<file path="src/hdl/tcw_pkg.sv">
// Shared types, constants and tables for the text console writer.
// No dependencies; every other file of the block imports this package.
package tcw_pkg;

    // Screen geometry and tab spacing
    localparam int COLUMNS  = 80;
    localparam int ROWS     = 25;
    localparam int TAB_STOP = 8;

    localparam int CELLS  = ROWS * COLUMNS;
    localparam int COL_W  = $clog2(COLUMNS);
    localparam int ROW_W  = $clog2(ROWS);
    localparam int ADDR_W = $clog2(CELLS);
    localparam int TAB_W  = $clog2(COLUMNS + TAB_STOP);

    // Fixed widths of the port fields
    localparam int OP_W         = 2;
    localparam int CHAR_W       = 8;
    localparam int RD_ROW_W     = 5;
    localparam int RD_COL_W     = 7;
    localparam int OUT_ROW_W    = 5;
    localparam int OUT_COL_W    = 7;
    localparam int OUT_LINEAR_W = 11;
    localparam int CELL_W       = 16;
    localparam int COLOR_W      = 4;
    localparam int CFG_IDX_W    = 1;

    // Character codes and cell constants
    localparam logic [CHAR_W-1:0] CH_BACKSPACE = 8'd8;
    localparam logic [CHAR_W-1:0] CH_TAB       = 8'd9;
    localparam logic [CHAR_W-1:0] CH_NEWLINE   = 8'd10;
    localparam logic [CHAR_W-1:0] CH_RETURN    = 8'd13;
    localparam logic [CHAR_W-1:0] BLANK_CHAR   = 8'h20;
    localparam logic [CHAR_W-1:0] RESET_ATTR   = 8'h0F;
    localparam logic [COLOR_W-1:0] FG_RESET    = 4'd15;
    localparam logic [COLOR_W-1:0] BG_RESET    = 4'd0;

    // Configuration register indexes
    localparam logic [CFG_IDX_W-1:0] CFG_FOREGROUND = 1'd0;
    localparam logic [CFG_IDX_W-1:0] CFG_BACKGROUND = 1'd1;

    typedef enum logic [OP_W-1:0] {
        OP_WRITE = 2'd0,
        OP_CLEAR = 2'd1,
        OP_READ  = 2'd2,
        OP_NONE  = 2'd3
    } op_t;

    typedef enum logic [2:0] {
        ST_INIT,
        ST_IDLE,
        ST_DISPATCH,
        ST_COPY,
        ST_DRAIN,
        ST_FILL,
        ST_DONE
    } state_t;

    typedef enum logic [1:0] {
        WR_NONE,
        WR_CHAR,
        WR_FILL,
        WR_INIT
    } wr_sel_t;

    typedef enum logic [1:0] {
        RD_NONE,
        RD_CELL,
        RD_COPY
    } rd_sel_t;

    typedef enum logic [1:0] {
        PTR_HOLD,
        PTR_ZERO,
        PTR_INC
    } ptr_op_t;

    typedef enum logic [1:0] {
        CUR_HOLD,
        CUR_ADVANCE,
        CUR_HOME
    } cur_op_t;

    // Commands from the controller to the datapath
    typedef struct packed {
        logic    capture;
        cur_op_t cur_op;
        wr_sel_t wr_sel;
        rd_sel_t rd_sel;
        ptr_op_t ptr_op;
        logic    out_load;
    } tcw_cmd_t;

    // Status from the datapath to the controller
    typedef struct packed {
        op_t  op;
        logic is_print;
        logic scroll;
        logic ptr_copy_last;
        logic ptr_last;
    } tcw_stat_t;

    // Next tab stop for every column, built without division
    typedef logic [TAB_W-1:0] tab_tbl_t [COLUMNS];

    function automatic tab_tbl_t build_tab_tbl();
        tab_tbl_t    t;
        int unsigned m;
        m = TAB_STOP;
        for (int i = 0; i < COLUMNS; i++) begin
            if (i >= m) begin
                m = m + TAB_STOP;
            end
            t[i] = TAB_W'(m);
        end
        return t;
    endfunction

    localparam tab_tbl_t TAB_NEXT = build_tab_tbl();

endpackage

</file>
<file path="src/hdl/tcw_ctrl.sv">
// Controller state machine of the text console writer.
// Sequences reset clearing, character writes, scrolls, clears and reads.
// Depends on tcw_pkg.
module tcw_ctrl
    import tcw_pkg::*;
(
    input  logic      aclk,
    input  logic      aresetn,
    input  logic      s_valid,
    output logic      s_ready,
    output logic      m_valid,
    input  logic      m_ready,
    input  tcw_stat_t stat,
    output tcw_cmd_t  cmd
);

    state_t state_reg;
    state_t state_next;
    logic   out_valid_reg;
    logic   out_valid_next;

    // State and output-valid registers
    always_ff @(posedge aclk) begin
        if (!aresetn) begin
            state_reg     <= ST_INIT;
            out_valid_reg <= 1'b0;
        end else begin
            state_reg     <= state_next;
            out_valid_reg <= out_valid_next;
        end
    end

    // Next state and commands
    always_comb begin
        state_next   = state_reg;
        s_ready      = 1'b0;
        cmd.capture  = 1'b0;
        cmd.cur_op   = CUR_HOLD;
        cmd.wr_sel   = WR_NONE;
        cmd.rd_sel   = RD_NONE;
        cmd.ptr_op   = PTR_HOLD;
        cmd.out_load = 1'b0;
        case (state_reg)
            ST_INIT: begin
                cmd.wr_sel = WR_INIT;
                if (stat.ptr_last) begin
                    cmd.ptr_op = PTR_ZERO;
                    state_next = ST_IDLE;
                end else begin
                    cmd.ptr_op = PTR_INC;
                end
            end
            ST_IDLE: begin
                s_ready = 1'b1;
                if (s_valid) begin
                    cmd.capture = 1'b1;
                    state_next  = ST_DISPATCH;
                end
            end
            ST_DISPATCH: begin
                case (stat.op)
                    OP_WRITE: begin
                        cmd.cur_op = CUR_ADVANCE;
                        if (stat.is_print) begin
                            cmd.wr_sel = WR_CHAR;
                        end
                        if (stat.scroll) begin
                            cmd.ptr_op = PTR_ZERO;
                            state_next = ST_COPY;
                        end else begin
                            state_next = ST_DONE;
                        end
                    end
                    OP_CLEAR: begin
                        cmd.cur_op = CUR_HOME;
                        cmd.ptr_op = PTR_ZERO;
                        state_next = ST_FILL;
                    end
                    OP_READ: begin
                        cmd.rd_sel = RD_CELL;
                        state_next = ST_DONE;
                    end
                    default: begin
                        state_next = ST_DONE;
                    end
                endcase
            end
            ST_COPY: begin
                // move one row up, one cell per cycle
                cmd.rd_sel = RD_COPY;
                cmd.ptr_op = PTR_INC;
                if (stat.ptr_copy_last) begin
                    state_next = ST_DRAIN;
                end
            end
            ST_DRAIN: begin
                // last copy write lands this cycle
                state_next = ST_FILL;
            end
            ST_FILL: begin
                cmd.wr_sel = WR_FILL;
                if (stat.ptr_last) begin
                    cmd.ptr_op = PTR_ZERO;
                    state_next = ST_DONE;
                end else begin
                    cmd.ptr_op = PTR_INC;
                end
            end
            ST_DONE: begin
                if (!out_valid_reg || m_ready) begin
                    cmd.out_load = 1'b1;
                    state_next   = ST_IDLE;
                end
            end
            default: begin
                state_next = ST_IDLE;
            end
        endcase
    end

    // Hold the result until the consumer takes it
    always_comb begin
        if (cmd.out_load) begin
            out_valid_next = 1'b1;
        end else if (m_ready) begin
            out_valid_next = 1'b0;
        end else begin
            out_valid_next = out_valid_reg;
        end
    end

    assign m_valid = out_valid_reg;

endmodule

</file>
<file path="config.mk">
export PLATFORM = sky130hd
export DESIGN_NAME = tcw_ctrl
export DESIGN_NICKNAME = d
export VERILOG_FILES = /design/src/hdl/tcw_pkg.sv /design/src/hdl/tcw_ctrl.sv
export SDC_FILE = /design/constraint.sdc
export NUM_CORES = 1
export LEC_CHECK = 0
export BUFFER_PORTS_ARGS = -buffer_cell sky130_fd_sc_hd__buf_4
export CORE_AREA = 10 10 47 49
export CTS_CLUSTER_SIZE = 8
export DETAILED_ROUTE_END_ITERATION = 7
export DIE_AREA = 0 0 57 59
export SYNTH_ARGS = -nofsm -noshare
export SYNTH_HDL_FRONTEND = slang
export SYNTH_SLANG_ARGS = --single-unit
</file>
<file path="constraint.sdc">
create_clock -name aclk -period 3.1 [get_ports aclk]
set_input_delay 0.465 -clock aclk [delete_from_list [all_inputs] [get_ports aclk]]
set_output_delay 0.465 -clock aclk [all_outputs]
set_load 0.01 [all_outputs]
</file>
==> flow_metrics.tcl, run 1 <==
set metrics [dict create \
    drt_iter0_markers 20 \
    yosys_warnings 0 \
    grt_usage 0.0844 \
    synthMuxAreaShare 0.0430 \
    globalplace.congestion 0.853 \
    arrival_ns 1.71 \
    fmax_mhz 459 \
    max_cap_viol_count 0 \
    synth_common_cells "9 x nor2_1, 5 x nand2_1, 4 x dfxtp_1, 4 x inv_1" \
    status "complete, no violations" \
    detail_route.wl_per_cell_um 14.1 \
    clockBufferDepth 2 \
    synth_fp_nets 74 \
    viasPerCell 5.35 \
    synth_edf_count 0 \
    worstMarginPinSlew_ns 0.503 \
    drc_errors 0 \
    place.detailed.hpwl_mm 1.14 \
    critPathMaxFanout 13 \
    synth_area_sq_um 465 \
    cts_resized 0 \
    cts_tree "built" \
    grt_max_degree 15 \
    overflow 0 \
    synthCells 62 \
    maxSlewViolCount 0 \
    synth_fa_ha_area_frac 0.0538 \
    min_path_type "in2reg" \
    drtAntennaViolNets 0 \
    ys_top_cells_by_area "dfxtp_1 17%, nor2_1 7.3%, ha_1 5.4%" \
    coreArea_sq_um 1400 \
    synthFlopType "dfxtp_1" \
    drive_above_1_share 0.366 \
    die-area_sq_um 3360 \
    grt_pass1_vias 530 \
    start_util 0.332 \
    num_vias 524 \
    synth_top_area_frac 0.172 \
    fp.dieH_um 59 \
    layout.cells.non_filler 98 \
    cp-end-kind "output port" \
    required_ns 2.63 \
    ctsHoldBuffers 0 \
    cts-root-buf "clkbuf_4" \
    clkSinkCount 4 \
    leakage_nw 0.290 \
    period_share 0.703 \
    maxSlewHeadroom 0.664 \
    numPortBuffers 21 \
    synth_compound_area_frac 0.167 \
    p_per_area_nw_per_um2 833 \
    clkLatencyLatePin_ns 0.24 \
    grt_pass1_wl_mm 2.35 \
    yosysUniqueCellTypes 30 \
    antennaDiodeCount 0 \
    yosysMostFrequentCell "nor2_1" \
    cts_setup_buffers 0 \
    clk_pin_slew_worst_paths_ns 0.04 \
    async_flop_share 0 \
    post-route-min-period_ns 2.18 \
    critPathKind "reg2out" \
    synthSimpleGateAreaFrac 0.438 \
    ys_ff_latch 4 \
    start_kind "register" \
    ys_seq_area_frac 0.172 \
    area_growth_pct 33.6 \
    cts_buffers 3 \
    finalSetupViolCount 0 \
    ff2ff_setup_slack_ns 1.25 \
    yosysTopAreaCell "dfxtp_1" \
    core.rowCount 14 \
    dr.pass1.iters 4 \
    synth_top_family_by_area "simple AND/OR/NAND/NOR gates" \
    place_ws_ns 1.17 \
    htreeDepth 1 \
    hold_viol 0 \
    synth_xor_area_frac 0 \
    rsz0062_at_grt "false" \
    finClkSkew_ns 0.00100 \
    die_x_um 57 \
    setup_tns_ns 0 \
    antenna_found_initial 0 \
    wirelength_mm 1.38 \
    dp_cells 95 \
    syn_avg_cell_area_sq_um 7.51 \
    nFillCells 144 \
    largest_reg_flops 3 \
    ios 22 \
    fin_nets 96 \
    peakVddDrop_mv 0.321 \
    setup_ws_ns 0.922 \
]
[area by class of cell]
type                    instances  area, sq um  share of cell area
inverters                       4         15.0              0.0241
multi-input cells              50          327               0.525
flip-flops and latches          4         80.1               0.129
well taps                      16         20.0              0.0322
repair buffers                 21          158               0.254
clock buffers                   3         22.5              0.0362
[stage by stage]
stage / util / hold slack [ns] / area, sq um / total power, mW
after floorplan: - / 0.579 / 465 / 0.350
after global placement: 0.428 / 0.613 / 599 / 0.457
after detailed placement: 0.428 / 0.625 / 599 / 0.454
after CTS: 0.444 / 0.507 / 622 / 0.524
after global routing: 0.444 / 0.525 / 622 / 0.566
final: 0.444 / 0.508 / 622 / 0.518
[path summary, 6_finish.rpt]
path                      from            to  depth (start not counted)
setup reg to reg  state_reg[1]  state_reg[1]                          5
hold reg to reg   state_reg[2]  state_reg[2]                          2
setup / recovery  state_reg[1]        cmd[1]                          4
hold / removal         aresetn       m_valid                          3
[critical path: stages, from the launching register on]
cell	delay, ns
dfxtp_1	0.57
nand2b_1	0.21
or4_1	0.48
nand2_1	0.09
buf_4	0.12
[cells by family (layout without fill, tap and decap cells)]
| group | after synthesis | in the layout |
|---|---|---|
| mux | 2 | 2 |
| flops | 4 | 4 |
| simple gates | 35 | 35 |
| fa+ha+maj | 2 | 2 |
| compound gates | 11 | 11 |
| buf+inv | 8 | 28 |
[power breakdown]
part	total (mW)	switching, mW	internal, mW	leakage (nW)
sequential	0.119	0.0521	0.0668	0.0328
combinational	0.332	0.168	0.164	0.243
clock	0.0673	0.0238	0.0435	0.0138
[layer usage]
metal	vias up	wire length, um	global-route usage	part of all wire
li1	260	-	-	-
met1	246	558	0.0906	0.40
met2	18	705	0.144	0.51
met3	0	116	0.0472	0.084
met4	0	0	0.0134	0
met5	-	0	0	0
[placed cells by master, fill, tap and decap left out, drive strengths merged, types with 3 or more instances in the layout]
cell and n:
clkbuf 3, o21ai 3, dfxtp 4, nand2 5
nor2b 3, nand2b 3, nor4 3, buf 21
nor2 9, inv 4, a21oi 3
Power figures use the tool's default switching activity.
==> run 2, diff against run 1 <==
==> constraint.sdc (replaced) <==
create_clock -name aclk -period 2.3 [get_ports aclk]
set_input_delay 0.345 -clock aclk [delete_from_list [all_inputs] [get_ports aclk]]
set_output_delay 0.345 -clock aclk [all_outputs]
set_load 0.01 [all_outputs]
==> flow_metrics.tcl, run 2 (synthesis gave the netlist of run 1 again) <==
set metrics [dict create \
    status "complete, no violations" \
    place.detailed.hpwl_mm 1.07 \
    cp_cell_sequence "nor2b_4, or4_4, o21ai_0, buf_4" \
    min_path_type "in2reg" \
    antenna_found_initial 0 \
    switching_share 0.464 \
    cts_setup_buffers 0 \
    maxSlewHeadroom 0.676 \
    finClkSkew_ns 0.00586 \
    final_cell_mix "22 x buf_4, 9 x nor2_1, 5 x nand2_1" \
    critical-path-max-stage-delay_ns 0.61 \
    critical-path-top-delay-family "flip-flops" \
    arrival_ns 1.69 \
    critPathMaxFanout 14 \
    clk_pin_slew_worst_paths_ns 0.04 \
    grtUsageMet3 0.0365 \
    numPortBuffers 21 \
    area_growth_pct 35.2 \
    cp_slowest_cell "dfxtp_1" \
    grt_pass1_vias 508 \
    p_comb_frac 0.673 \
    ios 22 \
    rr_worst_depth 4 \
    startpoint "state_reg[0]" \
    hold_ws_ns 0.387 \
    antennaDiodeCount 0 \
    cts-root-buf "clkbuf_4" \
    crit_cells 4 \
    crit_path_end "cmd[2]" \
    fp.dieH_um 59 \
    start_kind "register" \
    core.rowCount 14 \
    die-area_sq_um 3360 \
    hold_viol 0 \
    nFillCells 157 \
    drc_errors 0 \
    clkLatencyLatePin_ns 0.24 \
    grt_pass1_wl_mm 2.24 \
    path_buf_inv 1 \
    overflow 0 \
    drtAntennaViolNets 0 \
    fin_nets 97 \
    clkSinkCount 4 \
    clockBufferDepth 2 \
    fmax_mhz 490 \
    internal-power_mw 0.379 \
    p_per_area_nw_per_um2 1120 \
    ctsHoldBuffers 0 \
    maxSlewViolCount 0 \
    htreeDepth 1 \
    p_sw_mw 0.328 \
    drt_iter0_markers 16 \
    finalSetupViolCount 0 \
    ff2ff_setup_slack_ns 0.60 \
    detail_route.wl_per_cell_um 13.3 \
    period_share 0.887 \
    met1_usage 0.0893 \
    max_cap_viol_count 0 \
    place_area_sq_um 607 \
    viasPerCell 5.18 \
    grt_usage 0.0792 \
    die_x_um 57 \
    cts_tree "built" \
    coreArea_sq_um 1400 \
    start_util 0.332 \
    pwr-share-seq 0.204 \
    regToRegEndpoint "state_reg[0]" \
    grt_max_degree 15 \
    final_common_cell "buf_4" \
    grt_most_used_layer "met2" \
    stdcell_area_sq_um 629 \
    power_frac_clock 0.123 \
    setup_tns_ns 0 \
    wirelength_mm 1.32 \
    drive_above_1_share 0.373 \
    cts_resized 0 \
    worstMarginPinSlew_ns 0.485 \
    post-route-util 0.449 \
    r2r_start "state_reg[0]" \
    critPathKind "reg2out" \
    peakVddDrop_mv 0.581 \
    dr.pass1.iters 4 \
    globalplace.congestion 0.803 \
    num_vias 513 \
    cts_buffers 3 \
    leakage_nw 0.295 \
    required_ns 1.96 \
    largest_reg_flops 3 \
    cp-end-kind "output port" \
    use_met2 0.135 \
    post-route-min-period_ns 2.04 \
    rsz0062_at_grt "false" \
]
==> run 2: cell count changes in the layout (fill, tap and decap cells not counted) <==
cell,change
buf_4,+1
==> run 2: through the flow <==
| stage | setup WS, ns | cells | power [mW] |
|---|---|---|---|
| final | 0.260 | 99 | 0.707 |
| after global routing | 0.176 | 99 | 0.785 |
| after CTS | 0.257 | 99 | 0.714 |
| after detailed placement | 0.528 | 96 | 0.622 |
| after global placement | 0.528 | 96 | 0.623 |
| after floorplan | 0.752 | 62 | 0.472 |
==> run 2: cell type report <==
type	instances	area [sq um]	area share
clock buffers	3	22.5	0.0358
inverters	4	15.0	0.0239
multi-input cells	50	327	0.519
flip-flops and latches	4	80.1	0.127
well taps	16	20.0	0.0318
repair buffers	22	165	0.262
==> run 2: routing by layer <==
metal | up-vias | part of all wire
met4 | 0 | 0
met5 | - | 0
met2 | 11 | 0.51
li1 | 262 | -
met3 | 0 | 0.049
met1 | 240 | 0.44
==> run 2: worst min path at each step <==
stage / startpoint / to / slack, ns / cells past startpoint
after floorplan: aresetn / state_reg[0] / 0.49 / 1
after global placement: state_reg[1] / m_valid / 0.57 / 2
after detailed placement: state_reg[1] / m_valid / 0.57 / 2
after CTS: aresetn / state_reg[0] / 0.38 / 2
after global routing: aresetn / state_reg[0] / 0.38 / 2
final: aresetn / state_reg[0] / 0.39 / 2
==> run 2: power groups by stage <==
stage	Clock (mW)	Sequential, mW	Combinational (mW)
CTS	0.0905	0.143	0.481
global route	0.0968	0.150	0.538
detailed placement	0	0.143	0.479
finish	0.0867	0.144	0.476
global placement	0	0.143	0.480
floorplan	0	0.113	0.360
==> run 3, diff against run 2 <==
--- a/config.mk
+++ b/config.mk
@@ -10,6 +10,7 @@
 export CTS_CLUSTER_SIZE = 8
 export DETAILED_ROUTE_END_ITERATION = 7
 export DIE_AREA = 0 0 57 59
+export PLACE_DENSITY_LB_ADDON = 0.15
 export SYNTH_ARGS = -nofsm -noshare
 export SYNTH_HDL_FRONTEND = slang
 export SYNTH_SLANG_ARGS = --single-unit
==> flow_metrics.tcl, run 3 (synthesis gave the netlist of run 1 again) <==
set metrics [dict create \
    dr.pass1.iters 2 \
    drive_above_1_share 0.373 \
    largest_reg_flops 3 \
    hold_viol 0 \
    cp_cell_sequence "nor2b_4, or4_4, o21ai_0, buf_4" \
    start_util 0.332 \
    required_ns 1.96 \
    arrival_ns 1.69 \
    pwr-share-seq 0.211 \
    cp-end-kind "output port" \
    die-area_sq_um 3360 \
    p_sw_mw 0.331 \
    path_buf_inv 1 \
    core.rowCount 14 \
    status "complete, no violations" \
    final_common_cell "buf_4" \
    cts_setup_buffers 0 \
    htreeDepth 1 \
    grt_pass1_vias 520 \
    p_comb_frac 0.666 \
    globalplace.congestion 0.753 \
    place.detailed.hpwl_mm 1.09 \
    final_cell_mix "22 x buf_4, 9 x nor2_1, 5 x nand2_1" \
    antennaDiodeCount 0 \
    cts_tree "built" \
    critPathMaxFanout 14 \
    critPathKind "reg2out" \
    maxSlewHeadroom 0.666 \
    start_kind "register" \
    drc_errors 0 \
    max_cap_viol_count 0 \
    grt_pass1_wl_mm 2.27 \
    grt_usage 0.0848 \
    finClkSkew_ns 0.00278 \
    wirelength_mm 1.38 \
    internal-power_mw 0.379 \
    ios 22 \
    drt_iter0_markers 4 \
    clk_pin_slew_worst_paths_ns 0.04 \
    drtAntennaViolNets 0 \
    maxSlewViolCount 0 \
    cts-root-buf "clkbuf_4" \
    switching_share 0.467 \
    period_share 0.887 \
    critical-path-max-stage-delay_ns 0.62 \
    finalPower_mw 0.710 \
    power_frac_clock 0.123 \
    overflow 0 \
    setup_tns_ns 0 \
    min_path_type "in2reg" \
    viasPerCell 5.22 \
    area_growth_pct 35.2 \
    numPortBuffers 21 \
    peakVddDrop_mv 0.543 \
    cp_slowest_cell "dfxtp_1" \
    worstMarginPinSlew_ns 0.501 \
    detail_route.wl_per_cell_um 13.9 \
    rsz0062_at_grt "false" \
    fmax_mhz 490 \
    fin_nets 97 \
    ctsHoldBuffers 0 \
    antenna_found_initial 0 \
    clockBufferDepth 2 \
    clkLatencyLatePin_ns 0.24 \
    finalSetupViolCount 0 \
    cts_resized 0 \
    coreArea_sq_um 1400 \
    grt_max_degree 15 \
    fp.dieH_um 59 \
    critical-path-top-delay-family "flip-flops" \
    die_x_um 57 \
    post-route-min-period_ns 2.04 \
    leakage_nw 0.295 \
    clkSinkCount 4 \
    num_vias 517 \
    cts_buffers 3 \
    p_per_area_nw_per_um2 1130 \
]
==> run 3: cell counts in the layout (fill, tap and decap cells not counted) <==
Identical to the previous run, type by type.
==> run 3: path summary, 6_finish.rpt <==
check | from | to | slack (ns) | depth (start not counted)
max | state_reg[0] | cmd[2] | 0.26 | 4
min | aresetn | state_reg[0] | 0.39 | 2
max reg2reg | state_reg[1] | state_reg[1] | 0.57 | 5
min reg2reg | m_valid | m_valid | 0.63 | 3
==> run 3: power by group through the flow <==
stage | Combinational (mW) | Sequential [mW] | Clock [mW]
2_1_floorplan | 0.360 | 0.113 | 0
3_3_place_gp | 0.476 | 0.149 | 0
3_5_place_dp | 0.476 | 0.149 | 0
4_1_cts | 0.478 | 0.148 | 0.0903
5_1_grt | 0.526 | 0.155 | 0.0988
6_report | 0.472 | 0.150 | 0.0872
==> run 3: worst register-to-register path, stage by stage (launching register included) <==
cell,delay (ns)
dfxtp_1,0.46
inv_1,0.19
ha_1,0.39
nor4_1,0.29
nor3_1,0.11
a221oi_2,0.20
==> run 3: layer usage <==
layer / wire length, um / vias to the layer above / GRT usage / part of all wire
li1: - / 263 / - / -
met1: 631 / 235 / 0.0893 / 0.46
met2: 593 / 15 / 0.129 / 0.43
met3: 107 / 4 / 0.0365 / 0.078
met4: 43 / 0 / 0.0705 / 0.031
met5: 0 / - / 0 / 0
==> run 3: area by class of cell <==
class | count | area, sq um
Multi-Input combinational cell | 50 | 327
Fill cell | 158 | 772
Tap cell | 16 | 20.0
Timing Repair Buffer | 22 | 165
Inverter | 4 | 15.0
Sequential cell | 4 | 80.1
Clock buffer | 3 | 22.5
==> run 3: per-stage QoR <==
| stage | util | hold slack (ns) | std cells | worst slack [ns] | cell area (sq um) |
|---|---|---|---|---|---|
| 2_1_floorplan | - | 0.487 | 62 | 0.752 | 465 |
| 3_3_place_gp | 0.433 | 0.619 | 96 | 0.543 | 607 |
| 3_5_place_dp | 0.433 | 0.624 | 96 | 0.530 | 607 |
| 4_1_cts | 0.449 | 0.383 | 99 | 0.271 | 629 |
| 5_1_grt | 0.449 | 0.380 | 99 | 0.162 | 629 |
| 6_report | 0.449 | 0.388 | 99 | 0.261 | 629 |
